## src/rtl/nnts_pkg.sv

```systemverilog
package nnts_pkg;

  localparam int PIXEL_W     = 32;
  localparam int THUMB_IDX_W = 9;
  localparam int DIM_REG_W   = 13;
  localparam int CFG_IDX_W   = 1;

  typedef enum logic [CFG_IDX_W-1:0] {
    CFG_SOURCE_WIDTH  = 1'b0,
    CFG_SOURCE_HEIGHT = 1'b1
  } cfg_reg_t;

  // Selection status for the item being accepted
  typedef struct packed {
    logic emit;
    logic last;
  } sel_flags_t;

endpackage

```

## src/rtl/nnts_cfg.sv

```systemverilog
module nnts_cfg #(
  parameter int THUMB_MAX_DIM  = 512,
  parameter int SOURCE_MAX_DIM = 4096,
  localparam int DW   = $clog2(SOURCE_MAX_DIM + 1),
  localparam int MAXD = (SOURCE_MAX_DIM > THUMB_MAX_DIM) ? SOURCE_MAX_DIM : THUMB_MAX_DIM,
  localparam int MDW  = $clog2(MAXD + 1),
  localparam int AW   = $clog2((2 * THUMB_MAX_DIM + 3) * MAXD + 1),
  localparam int SW   = AW + 1
) (
  input  logic                            clk,
  input  logic                            rst_n,
  input  logic                            cfg_we,
  input  logic [nnts_pkg::CFG_IDX_W-1:0]  cfg_index,
  input  logic [nnts_pkg::DIM_REG_W-1:0]  cfg_data,
  output logic [DW-1:0]                   w_eff,
  output logic [DW-1:0]                   h_eff,
  output logic [MDW-1:0]                  dim_d,
  output logic signed [SW-1:0]            thr1_w,
  output logic signed [SW-1:0]            thr3_w,
  output logic signed [SW-1:0]            thr1_h,
  output logic signed [SW-1:0]            thr3_h
);
  import nnts_pkg::*;

  localparam int EW = (DW > DIM_REG_W) ? DW : DIM_REG_W;

  logic [DW-1:0]         w_eff_r, w_eff_nxt;
  logic [DW-1:0]         h_eff_r, h_eff_nxt;
  logic [MDW-1:0]        dim_d_r, dim_d_nxt;
  logic signed [SW-1:0]  thr1_w_r, thr1_w_nxt;
  logic signed [SW-1:0]  thr3_w_r, thr3_w_nxt;
  logic signed [SW-1:0]  thr1_h_r, thr1_h_nxt;
  logic signed [SW-1:0]  thr3_h_r, thr3_h_nxt;
  logic [DW-1:0]         data_eff;

  // zero reads as one, anything above the source limit is held at the limit
  function automatic logic [DW-1:0] clamp_dim(input logic [DIM_REG_W-1:0] v);
    logic [EW:0] vx;
    vx = (EW + 1)'(v);
    if (v == '0) begin
      return DW'(1);
    end else if (vx > (EW + 1)'(SOURCE_MAX_DIM)) begin
      return DW'(SOURCE_MAX_DIM);
    end
    return DW'(vx);
  endfunction

  // 2*T*len - k*d, kept signed since short sides go negative
  function automatic logic signed [SW-1:0] thresh(input logic [DW-1:0] len,
                                                  input logic [MDW-1:0] d,
                                                  input logic three);
    logic [AW-1:0] lim;
    logic [AW-1:0] sub;
    lim = AW'(len) * AW'(2 * THUMB_MAX_DIM);
    sub = three ? ((AW'(d) << 1) + AW'(d)) : AW'(d);
    return $signed({1'b0, lim}) - $signed({1'b0, sub});
  endfunction

  assign data_eff = clamp_dim(cfg_data);

  always_comb begin
    w_eff_nxt = w_eff_r;
    h_eff_nxt = h_eff_r;
    if (cfg_we) begin
      unique case (cfg_reg_t'(cfg_index))
        CFG_SOURCE_WIDTH:  w_eff_nxt = data_eff;
        CFG_SOURCE_HEIGHT: h_eff_nxt = data_eff;
        default:           w_eff_nxt = w_eff_r;
      endcase
    end
    if (!rst_n) begin
      w_eff_nxt = DW'(1);
      h_eff_nxt = DW'(1);
    end
  end

  always_comb begin
    logic [MDW-1:0] m;
    m = (w_eff_nxt > h_eff_nxt) ? MDW'(w_eff_nxt) : MDW'(h_eff_nxt);
    dim_d_nxt  = (m > MDW'(THUMB_MAX_DIM)) ? m : MDW'(THUMB_MAX_DIM);
    thr1_w_nxt = thresh(w_eff_nxt, dim_d_nxt, 1'b0);
    thr3_w_nxt = thresh(w_eff_nxt, dim_d_nxt, 1'b1);
    thr1_h_nxt = thresh(h_eff_nxt, dim_d_nxt, 1'b0);
    thr3_h_nxt = thresh(h_eff_nxt, dim_d_nxt, 1'b1);
  end

  always_ff @(posedge clk) begin
    w_eff_r  <= w_eff_nxt;
    h_eff_r  <= h_eff_nxt;
    dim_d_r  <= dim_d_nxt;
    thr1_w_r <= thr1_w_nxt;
    thr3_w_r <= thr3_w_nxt;
    thr1_h_r <= thr1_h_nxt;
    thr3_h_r <= thr3_h_nxt;
  end

  assign w_eff  = w_eff_r;
  assign h_eff  = h_eff_r;
  assign dim_d  = dim_d_r;
  assign thr1_w = thr1_w_r;
  assign thr3_w = thr3_w_r;
  assign thr1_h = thr1_h_r;
  assign thr3_h = thr3_h_r;

endmodule

```

## src/rtl/nnts_sel.sv

```systemverilog
module nnts_sel #(
  parameter int THUMB_MAX_DIM  = 512,
  parameter int SOURCE_MAX_DIM = 4096,
  localparam int DW   = $clog2(SOURCE_MAX_DIM + 1),
  localparam int MAXD = (SOURCE_MAX_DIM > THUMB_MAX_DIM) ? SOURCE_MAX_DIM : THUMB_MAX_DIM,
  localparam int MDW  = $clog2(MAXD + 1),
  localparam int AW   = $clog2((2 * THUMB_MAX_DIM + 3) * MAXD + 1),
  localparam int SW   = AW + 1,
  localparam int CW   = $clog2(THUMB_MAX_DIM + 1)
) (
  input  logic                  clk,
  input  logic                  rst_n,
  input  logic                  restart,
  input  logic                  accept,
  input  logic [DW-1:0]         w_eff,
  input  logic [DW-1:0]         h_eff,
  input  logic [MDW-1:0]        dim_d,
  input  logic signed [SW-1:0]  thr1_w,
  input  logic signed [SW-1:0]  thr3_w,
  input  logic signed [SW-1:0]  thr1_h,
  input  logic signed [SW-1:0]  thr3_h,
  output nnts_pkg::sel_flags_t  flags,
  output logic [CW-1:0]         out_col,
  output logic [CW-1:0]         out_row
);
  import nnts_pkg::*;

  localparam logic [AW-1:0] T_A = AW'(THUMB_MAX_DIM);

  logic [DW-1:0] scol_r, scol_nxt;
  logic [AW-1:0] scol_pos_r, scol_pos_nxt;
  logic [CW-1:0] ocol_r, ocol_nxt;
  logic [AW-1:0] ctgt_r, ctgt_nxt;
  logic [DW-1:0] srow_r, srow_nxt;
  logic [AW-1:0] srow_pos_r, srow_pos_nxt;
  logic [CW-1:0] orow_r, orow_nxt;
  logic [AW-1:0] rtgt_r, rtgt_nxt;
  logic          row_sel_r, row_sel_nxt;

  logic [AW-1:0] d_a;
  logic [AW-1:0] c2, r2;
  logic          col_hit, last_col, last_row, row_end, frame_end;
  logic [CW-1:0] orow_inc;
  logic [AW-1:0] rtgt_inc, srow_pos_inc, r2_inc;
  logic          row_sel_calc;

  assign d_a = AW'(dim_d);
  assign c2  = ctgt_r << 1;
  assign r2  = rtgt_r << 1;

  // column x exists while (2x+1)*d <= 2*T*w, and column zero always exists
  assign col_hit = ((ocol_r == '0) || ($signed({1'b0, c2}) <= thr1_w)) &&
                   (scol_pos_r <= ctgt_r) && (ctgt_r < scol_pos_r + T_A);
  assign last_col = $signed({1'b0, c2}) > thr3_w;
  assign last_row = $signed({1'b0, r2}) > thr3_h;

  assign row_end   = ({1'b0, scol_r} + (DW + 1)'(1)) >= {1'b0, w_eff};
  assign frame_end = row_end && (({1'b0, srow_r} + (DW + 1)'(1)) >= {1'b0, h_eff});

  // state of the next source row once this one closes
  assign orow_inc     = orow_r + CW'(row_sel_r);
  assign rtgt_inc     = row_sel_r ? (rtgt_r + d_a) : rtgt_r;
  assign srow_pos_inc = srow_pos_r + T_A;
  assign r2_inc       = rtgt_inc << 1;
  assign row_sel_calc = ((orow_inc == '0) || ($signed({1'b0, r2_inc}) <= thr1_h)) &&
                        (srow_pos_inc <= rtgt_inc) && (rtgt_inc < srow_pos_inc + T_A);

  assign flags.emit = row_sel_r && col_hit;
  assign flags.last = last_col && last_row;
  assign out_col    = ocol_r;
  assign out_row    = orow_r;

  always_comb begin
    scol_nxt     = scol_r;
    scol_pos_nxt = scol_pos_r;
    ocol_nxt     = ocol_r;
    ctgt_nxt     = ctgt_r;
    srow_nxt     = srow_r;
    srow_pos_nxt = srow_pos_r;
    orow_nxt     = orow_r;
    rtgt_nxt     = rtgt_r;
    row_sel_nxt  = row_sel_r;
    if (!rst_n || restart || (accept && frame_end)) begin
      scol_nxt     = '0;
      scol_pos_nxt = '0;
      ocol_nxt     = '0;
      ctgt_nxt     = '0;
      srow_nxt     = '0;
      srow_pos_nxt = '0;
      orow_nxt     = '0;
      rtgt_nxt     = '0;
      row_sel_nxt  = 1'b1;
    end else if (accept) begin
      if (row_end) begin
        scol_nxt     = '0;
        scol_pos_nxt = '0;
        ocol_nxt     = '0;
        ctgt_nxt     = '0;
        srow_nxt     = srow_r + DW'(1);
        srow_pos_nxt = srow_pos_inc;
        orow_nxt     = orow_inc;
        rtgt_nxt     = rtgt_inc;
        row_sel_nxt  = row_sel_calc;
      end else begin
        scol_nxt     = scol_r + DW'(1);
        scol_pos_nxt = scol_pos_r + T_A;
        if (col_hit) begin
          ocol_nxt = ocol_r + CW'(1);
          ctgt_nxt = ctgt_r + d_a;
        end
      end
    end
  end

  always_ff @(posedge clk) begin
    scol_r     <= scol_nxt;
    scol_pos_r <= scol_pos_nxt;
    ocol_r     <= ocol_nxt;
    ctgt_r     <= ctgt_nxt;
    srow_r     <= srow_nxt;
    srow_pos_r <= srow_pos_nxt;
    orow_r     <= orow_nxt;
    rtgt_r     <= rtgt_nxt;
    row_sel_r  <= row_sel_nxt;
  end

endmodule

```

## src/rtl/nnts_oreg.sv

```systemverilog
module nnts_oreg (
  input  logic                              clk,
  input  logic                              rst_n,
  input  logic                              load,
  input  logic [nnts_pkg::PIXEL_W-1:0]      pixel,
  input  logic [nnts_pkg::THUMB_IDX_W-1:0]  col,
  input  logic [nnts_pkg::THUMB_IDX_W-1:0]  row,
  input  logic                              last,
  input  logic                              out_stall,
  output logic                              out_valid,
  output logic [nnts_pkg::PIXEL_W-1:0]      out_pixel_out,
  output logic [nnts_pkg::THUMB_IDX_W-1:0]  out_thumb_col,
  output logic [nnts_pkg::THUMB_IDX_W-1:0]  out_thumb_row,
  output logic                              out_last_of_thumbnail
);
  import nnts_pkg::*;

  logic                   valid_r, valid_nxt;
  logic [PIXEL_W-1:0]     pixel_r;
  logic [THUMB_IDX_W-1:0] col_r;
  logic [THUMB_IDX_W-1:0] row_r;
  logic                   last_r;

  // hold while stalled, refill on load
  assign valid_nxt = load || (valid_r && out_stall);

  always_ff @(posedge clk) begin
    if (!rst_n) begin
      valid_r <= 1'b0;
    end else begin
      valid_r <= valid_nxt;
    end
  end

  always_ff @(posedge clk) begin
    if (load) begin
      pixel_r <= pixel;
      col_r   <= col;
      row_r   <= row;
      last_r  <= last;
    end
  end

  assign out_valid             = valid_r;
  assign out_pixel_out         = pixel_r;
  assign out_thumb_col         = col_r;
  assign out_thumb_row         = row_r;
  assign out_last_of_thumbnail = last_r;

endmodule

```

## src/rtl/nearest_neighbor_thumbnail_scaler.sv

```systemverilog
// A selected pixel appears on the result port in the cycle after it is accepted.
// Throughput: one item per cycle; the single result register sets this and the input
// stalls only while that register holds an item that is itself stalled.
// Reset (synchronous, rst_n low): source geometry returns to 1 x 1, the frame position
// clears and the result register empties. A configuration write also restarts the frame.
module nearest_neighbor_thumbnail_scaler #(
  parameter int THUMB_MAX_DIM  = 512,
  parameter int SOURCE_MAX_DIM = 4096
) (
  input  logic                              clk,
  input  logic                              rst_n,
  input  logic                              cfg_we,
  input  logic [nnts_pkg::CFG_IDX_W-1:0]    cfg_index,
  input  logic [nnts_pkg::DIM_REG_W-1:0]    cfg_data,
  input  logic                              in_valid,
  output logic                              in_stall,
  input  logic [nnts_pkg::PIXEL_W-1:0]      in_pixel_in,
  output logic                              out_valid,
  input  logic                              out_stall,
  output logic [nnts_pkg::PIXEL_W-1:0]      out_pixel_out,
  output logic [nnts_pkg::THUMB_IDX_W-1:0]  out_thumb_col,
  output logic [nnts_pkg::THUMB_IDX_W-1:0]  out_thumb_row,
  output logic                              out_last_of_thumbnail
);
  import nnts_pkg::*;

  localparam int DW   = $clog2(SOURCE_MAX_DIM + 1);
  localparam int MAXD = (SOURCE_MAX_DIM > THUMB_MAX_DIM) ? SOURCE_MAX_DIM : THUMB_MAX_DIM;
  localparam int MDW  = $clog2(MAXD + 1);
  localparam int AW   = $clog2((2 * THUMB_MAX_DIM + 3) * MAXD + 1);
  localparam int SW   = AW + 1;
  localparam int CW   = $clog2(THUMB_MAX_DIM + 1);
  // wide enough both for the counters and for the 9-bit result fields
  localparam int XW   = (CW > THUMB_IDX_W) ? CW : THUMB_IDX_W;

  logic [DW-1:0]        w_eff, h_eff;
  logic [MDW-1:0]       dim_d;
  logic signed [SW-1:0] thr1_w, thr3_w, thr1_h, thr3_h;
  sel_flags_t           flags;
  logic [CW-1:0]        sel_col, sel_row;
  logic [XW-1:0]        col_x, row_x;
  logic                 accept;

  // Geometry: effective width and height, the scale divisor d = max(w, h, T) and
  // the thresholds that tell whether a thumbnail column or row exists and whether it is the last.
  nnts_cfg #(
    .THUMB_MAX_DIM  (THUMB_MAX_DIM),
    .SOURCE_MAX_DIM (SOURCE_MAX_DIM)
  ) u_cfg (
    .clk       (clk),
    .rst_n     (rst_n),
    .cfg_we    (cfg_we),
    .cfg_index (cfg_index),
    .cfg_data  (cfg_data),
    .w_eff     (w_eff),
    .h_eff     (h_eff),
    .dim_d     (dim_d),
    .thr1_w    (thr1_w),
    .thr3_w    (thr3_w),
    .thr1_h    (thr1_h),
    .thr3_h    (thr3_h)
  );

  // Accept whenever the result register is free or draining this cycle; an item
  // that is dropped needs no space at all but is held back for simplicity of timing.
  assign in_stall = out_valid && out_stall;
  assign accept   = in_valid && !in_stall;

  // Raster position and accumulators: each thumbnail column keeps x*d, compared
  // with the source column times T, so no division is needed anywhere.
  nnts_sel #(
    .THUMB_MAX_DIM  (THUMB_MAX_DIM),
    .SOURCE_MAX_DIM (SOURCE_MAX_DIM)
  ) u_sel (
    .clk     (clk),
    .rst_n   (rst_n),
    .restart (cfg_we),
    .accept  (accept),
    .w_eff   (w_eff),
    .h_eff   (h_eff),
    .dim_d   (dim_d),
    .thr1_w  (thr1_w),
    .thr3_w  (thr3_w),
    .thr1_h  (thr1_h),
    .thr3_h  (thr3_h),
    .flags   (flags),
    .out_col (sel_col),
    .out_row (sel_row)
  );

  // Thumbnail indices leave on 9 bits; keep the low bits only.
  assign col_x = XW'(sel_col);
  assign row_x = XW'(sel_row);

  nnts_oreg u_oreg (
    .clk                   (clk),
    .rst_n                 (rst_n),
    .load                  (accept && flags.emit),
    .pixel                 (in_pixel_in),
    .col                   (col_x[THUMB_IDX_W-1:0]),
    .row                   (row_x[THUMB_IDX_W-1:0]),
    .last                  (flags.last),
    .out_stall             (out_stall),
    .out_valid             (out_valid),
    .out_pixel_out         (out_pixel_out),
    .out_thumb_col         (out_thumb_col),
    .out_thumb_row         (out_thumb_row),
    .out_last_of_thumbnail (out_last_of_thumbnail)
  );

endmodule

```

## config.mk

```make
export PLATFORM = sky130hd
export DESIGN_NAME = nearest_neighbor_thumbnail_scaler
export DESIGN_NICKNAME = d
export VERILOG_FILES = /design/src/rtl/nnts_pkg.sv /design/src/rtl/nnts_cfg.sv /design/src/rtl/nnts_sel.sv /design/src/rtl/nnts_oreg.sv /design/src/rtl/nearest_neighbor_thumbnail_scaler.sv
export SDC_FILE = /design/constraint.sdc
export NUM_CORES = 1
export LEC_CHECK = 0
export ABC_AREA = 1
export BUFFER_PORTS_ARGS = -buffer_cell sky130_fd_sc_hd__buf_4
export CAP_MARGIN = 20
export CORE_AREA = 10 10 245 247
export CTS_CLUSTER_SIZE = 10
export DETAILED_ROUTE_END_ITERATION = 16
export DIE_AREA = 0 0 255 257
export PLACE_DENSITY = 0.53
export SETUP_SLACK_MARGIN = 0.3
export SYNTH_ARGS = -nofsm -noshare
export SYNTH_HDL_FRONTEND = slang
export SYNTH_SLANG_ARGS = --single-unit
```

## constraint.sdc

```tcl
create_clock -name clk -period 10 [get_ports clk]
set_clock_uncertainty 0.2 [all_clocks]
set_input_delay 0.5 -clock clk [delete_from_list [all_inputs] [get_ports clk]]
set_output_delay 0.5 -clock clk [all_outputs]
set_load 0.005 [all_outputs]
```

==> results.cfg, run 1 <==
[run_status]
status = finished, final reports clean

[drt]
drt_pre_antenna_iters = 5
ant_nets = 0
wirelength_um = 56400
drt_iter0_drc = 1094
drcViolationCount = 0
avgRoutedWirePerCell_um = 16.9
vias = 16600
vias_per_cell = 4.97

[yosys]
ys.flop_type = dfxtp_1
yosys.cell_types.count = 67
ys_seq_area_frac = 0.327
avgSynthCellArea_um2 = 7.73
synth_top_area_frac = 0.246
synthTopCellsByArea = dfxtp_1, ha_1, edfxtp_1, nand2_1, inv_1
syn_nets = 2763
synth_area_um2 = 19000
ys_ff_latch = 285
yosysTopAreaCell = dfxtp_1
netlist_instances = 2458
synth-edff-count = 51
synthesis.yosys.warnings = 0
synth_async_sr_flop_share = 0

[sta]
fin_tns_setup_ns = 0
holdWs_ns = 0.0920
final-setup-viol-count = 0
rsz0062_at_grt = no
tightestPinTransition_ns = 0.959
finalCritPeriodShare = 0.793
drv_slew = 0
min_period_ns = 7.93
hold_viol = 0
fmax_mhz = 126
slew_headroom = 0.358

[clock_tree]
root_buffer = clkbuf_16
numCtsBuffers = 37
cts_resized = 0
post_cts_buffers = 0
path_clk_slew_ns = 0.05
clock_sinks = 285
cts.htree.levels = 2
insertion_delay_ns = 0.56
cts_tree = yes
clock_path_buffers = 3

[setup_path]
start_kind = input port
cpPeakStageDelay_ns = 0.51
crit_path_max_fanout = 15
crit_buf_inv = 9
worst_path_max_delay_cell = nor3_1
worst_ep_arrival_time_ns = 8.21
crit_type = in -> reg
end_kind = flop
critPathTopFamily = simple AND/OR/NAND/NOR gates
crit_required_ns = 10.28
cp_common_cell = nand2_1

[finish]
area_delta_synth_final_pct = 16.2
fin_nets = 2916
drive_above_1_share = 0.0929
n_fill_cell = 5639
antenna_cells = 0
seq_area_um2 = 6220
multi_input_comb_area_um2 = 11100

[global_routing]
grtUsageTotal = 0.170
antenna_found_initial = 0
grt_pass1_wl_um = 89500
grt_overflow = 0
grt_pass1_vias = 16600
grt_max_degree = 53

[floorplan]
design.portCount = 104
fp.dieW_um = 255
die_area_um2 = 65500
start_util = 0.346
core_um2 = 54900
die_h_um = 257
rows = 86

[place]
io_buffers = 103
dp_hpwl_um = 43900
routabilityCongestion = 0.915

[power]
ir_drop_uv = 110
power.leakage_uw = 0.0102
power.density_nw_per_um2 = 206

[worst_hold_path]
hp-class = in -> reg

[flow_run]
cap_violations = 0
==> flip-flops by register name, indices dropped and copies added, names as in the netlist <==
register	cells
u_oreg.out_thumb_col	9
u_sel.out_row	10
u_sel.ctgt_r	23
u_sel.row_sel_r	1
u_cfg.w_eff	13
u_oreg.out_thumb_row	9
u_oreg.out_pixel_out	32
u_oreg.out_last_of_thumbnail	1
u_sel.out_col	10
u_sel.srow_r	13
u_cfg.h_eff	13
u_cfg.thr3_w	22
u_sel.scol_pos_r	14
u_oreg.out_valid	1
u_sel.srow_pos_r	14
u_cfg.dim_d	13
u_cfg.thr1_w	23
u_cfg.thr1_h	14
u_cfg.thr3_h	14
u_sel.scol_r	13
u_sel.rtgt_r	23
==> cells in the mapped netlist, types with 26 or more instances <==
master	n
a21oi_1	179
dfxtp_1	234
edfxtp_1	51
ha_1	251
inv_1	389
nand2_1	407
nand3_1	113
nand4_1	44
nor2_1	215
nor3_1	54
o21ai_0	88
o22ai_1	39
xnor2_1	26
xor2_1	118
==> cell type report <==
type | instances | share of cell area
Inverter | 398 | 0.0680
Tap cell | 704 | 0.0399
Clock inverter | 8 | 0.00300
Timing Repair Buffer | 152 | 0.0557
Clock buffer | 57 | 0.0481
Sequential cell | 285 | 0.281
Multi-Input combinational cell | 1737 | 0.504
==> worst reg2reg max path, delay by kind of cell (launching register included) <==
family,cells,cell delay [ns]
xor gates and xnor gates,2,0.29
buffers and inverters,8,0.73
AOI/OAI and AO/OA,8,1.34
adders and majority gates,3,0.96
and+or+nand+nor,26,3.68
DFF,1,0.36
==> cells by family after synthesis <==
logic type	Yosys count	share of synthesized area
AND/OR/NAND/NOR	922	0.219
XOR/XNOR	148	0.0698
flip-flops	285	0.327
adder cells (fa/ha/maj)	254	0.168
AO/OA/AOI/OAI	411	0.127
buffers and inverters	436	0.0879
multiplexers	2	0.00105
==> placed cells by master, fill, tap and decap left out, types with 12 or more instances in the layout <==
master / n
a211oi_1: 12
a21oi_1: 179
a22oi_1: 13
buf_4: 118
clkbuf_1: 16
clkbuf_16: 39
dfxtp_1: 234
dlygate4sd3_1: 32
edfxtp_1: 51
ha_1: 251
inv_1: 389
nand2_1: 406
nand2_2: 16
nand2_4: 13
nand3_1: 113
nand4_1: 44
nor2_1: 214
nor3_1: 54
nor4_1: 20
o21a_1: 12
o21ai_0: 88
o21bai_1: 12
o22ai_1: 39
xnor2_1: 26
xor2_1: 118
==> power breakdown <==
group | switching [uW] | internal, uW
Clock | 513 | 756
Combinational | 1140 | 614
Sequential | 101 | 1420
Total | 1750 | 2790
==> path summary, 6_finish.rpt <==
path,startpoint,to,slack [ns],depth (start not counted)
setup / recovery,cfg_data[1],u_cfg.thr3_w[22],2.07,55
setup reg to reg,u_cfg.h_eff[11],u_cfg.thr3_w[22],2.43,47
hold reg to reg,u_sel.out_row[5],u_oreg.out_thumb_row[5],0.27,0
hold / removal,out_stall,u_oreg.out_valid,0.09,5
==> metrics by stage <==
stage	total power (uW)	area [um^2]	utilization	worst slack [ns]	std cells
floorplan	2710	19000	-	2.99	2458
global placement	3270	20600	0.376	1.79	3242
detailed placement	3290	20600	0.376	1.56	3243
CTS	4610	22100	0.402	2.15	3340
global route	4890	22100	0.403	0.966	3341
finish	4550	22100	0.403	2.07	3341
==> repair_timing <==
| item | 4_1_cts | 5_1_grt |
|---|---|---|
| hold endpoints to repair | 32 | 0 |
| setup endpoints to repair | 0 | 0 |
| hold buffers | 32 | 0 |
==> per-layer routing <==
| layer | track usage | vias up | wire, um |
|---|---|---|---|
| li1 | - | 8481 | - |
| met1 | 0.218 | 7671 | 25800 |
| met2 | 0.282 | 385 | 25900 |
| met3 | 0.0353 | 84 | 3200 |
| met4 | 0.0516 | 0 | 1490 |
| met5 | 0 | - | 0 |
No activity file was read; power rests on OpenSTA's default activity.
==> run 2, diff against run 1 <==
clock period = 7.7 ns   (was 10 ns; I/O delays follow)
==> run 2 against run 1 <==
Compared with the run above:
- utilization grew 1.3 points
- hold slack lost 0.012 ns
- highest routed layer unchanged
- die area is the same
- cell count grew 1.6%
- largest power group unchanged
==> results.cfg, run 2 (synthesis results as in run 1) <==
[sta]
final-setup-viol-count = 0
finalCritPeriodShare = 0.897
tightestPinTransition_ns = 1.08
slew_headroom = 0.273
fin_tns_setup_ns = 0
fmax_mhz = 145
rsz0062_at_grt = no
holdWs_ns = 0.0804
hold_viol = 0
drv_slew = 0
min_period_ns = 6.91

[setup_path]
cpPeakStageDelay_ns = 0.52
cp_common_cell = nand2_1
crit_path_max_fanout = 13
start_kind = input port
crit_required_ns = 7.95
worst_path_max_delay_cell = dlygate4sd3_1
crit_type = in -> reg
end_kind = flop
worst_ep_arrival_time_ns = 7.15

[clock_tree]
root_buffer = clkbuf_16
insertion_delay_ns = 0.57
cts.htree.levels = 2
numCtsBuffers = 40
clock_sinks = 285
path_clk_slew_ns = 0.05
clock_path_buffers = 3
cts_tree = yes

[floorplan]
die_area_um2 = 65500
start_util = 0.346
die_h_um = 257
rows = 86
fp.dieW_um = 255
design.portCount = 104
core_um2 = 54900

[finish]
layout_common_cells = nand2_1, inv_1, ha_1
multi_input_comb_area_um2 = 11300
layout_commonest_cell = nand2_1
fin_nets = 2967
largest_register_ffs = 32
n_fill_cell = 5629
drive_above_1_share = 0.124
seq_area_um2 = 6220
antenna_cells = 0
area_delta_synth_final_pct = 20.0
utilization = 0.416

[place]
dp_hpwl_um = 44900
io_buffers = 103
routabilityCongestion = 0.901

[global_routing]
grt_max_degree = 53
grtUsageTotal = 0.172
grt_pass1_vias = 16800
grt_overflow = 0
grt_pass1_wl_um = 89900
antenna_found_initial = 0

[drt]
wirelength_um = 57100
avgRoutedWirePerCell_um = 16.8
vias_per_cell = 4.95
drt_pre_antenna_iters = 5
drt_iter0_drc = 893
vias = 16800
drcViolationCount = 0
ant_nets = 0

[power]
power.internal_uw = 3820
p_switching_uw = 2370
power.leakage_uw = 0.0106
clockPowerShare = 0.292
ir_drop_uv = 142
combPwrFrac = 0.389
power.density_nw_per_um2 = 271
total_power_uw = 6190
sequentialPowerShare = 0.319
p_sw_frac = 0.383

[worst_hold_path]
hp-class = in -> reg

[flow_run]
cap_violations = 0

[run_status]
status = finished, final reports clean
==> run 2: cell types whose count changed in the layout (fill, tap and decap cells not counted), moves of 4 or more <==
cell and delta:
nand2_1 -6, clkbuf_1 -7, nor2_1 -6, inv_2 +5, buf_4 +43, nand2_2 +4, inv_1 -6
==> run 2: power groups by stage <==
stage                     registers (uW)  clock network [uW]  logic, uW
final                               1980                1810       2410
after global routing                2010                1930       2700
after CTS                           1980                1870       2360
after detailed placement            2010                   0       2330
after global placement              2010                   0       2300
after floorplan                     1970                   0       1550
==> run 2: layout make-up <==
class                           instances  share of cell area
Timing Repair Buffer                  200              0.0704
Multi-Input combinational cell       1737               0.496
Sequential cell                       285               0.272
Inverter                              398              0.0660
Clock inverter                         16             0.00817
Clock buffer                           54              0.0484
Tap cell                              704              0.0386
==> run 2: routing by layer <==
layer / global-route usage / wire length [um] / up-vias
met5: 0 / 0 / -
met4: 0.0696 / 2170 / 0
met3: 0.0300 / 2870 / 113
met2: 0.284 / 26000 / 368
met1: 0.216 / 26100 / 7737
li1: - / - / 8599
==> run 2: worst paths after layout <==
kind                    start                      end  slack [ns]  cells past startpoint
min reg2reg  u_sel.out_row[7]  u_oreg.out_thumb_row[7]        0.25                      0
min               cfg_data[7]           u_cfg.h_eff[7]        0.08                      5
max reg2reg    u_cfg.h_eff[9]         u_cfg.thr3_w[21]        1.37                     47
max                     rst_n         u_cfg.thr3_w[21]        0.79                     53
==> run 2: through the flow <==
step	std cells	setup slack, ns	area, um^2
final	3394	0.795	22800
after global routing	3394	0.307	22800
after CTS	3379	0.346	22500
after detailed placement	3274	0.208	20900
after global placement	3273	0.301	20900
after floorplan	2458	0.800	19000
==> run 2: worst max-delay path: cells and delay by family <==
kind,cells,cell delay [ns]
compound gates,12,1.49
xor+xnor,1,0.14
fa+ha+maj,3,0.84
buf+inv,11,1.84
simple gates,26,2.44
==> run 2: what timing repair did <==
item                                    in CTS  in global routing
buffers inserted                             0                 14
gates resized for setup                      0                 47
endpoints found under the setup margin       0                 22
hold buffers                                35                  0
endpoints found under the hold margin       35                  0
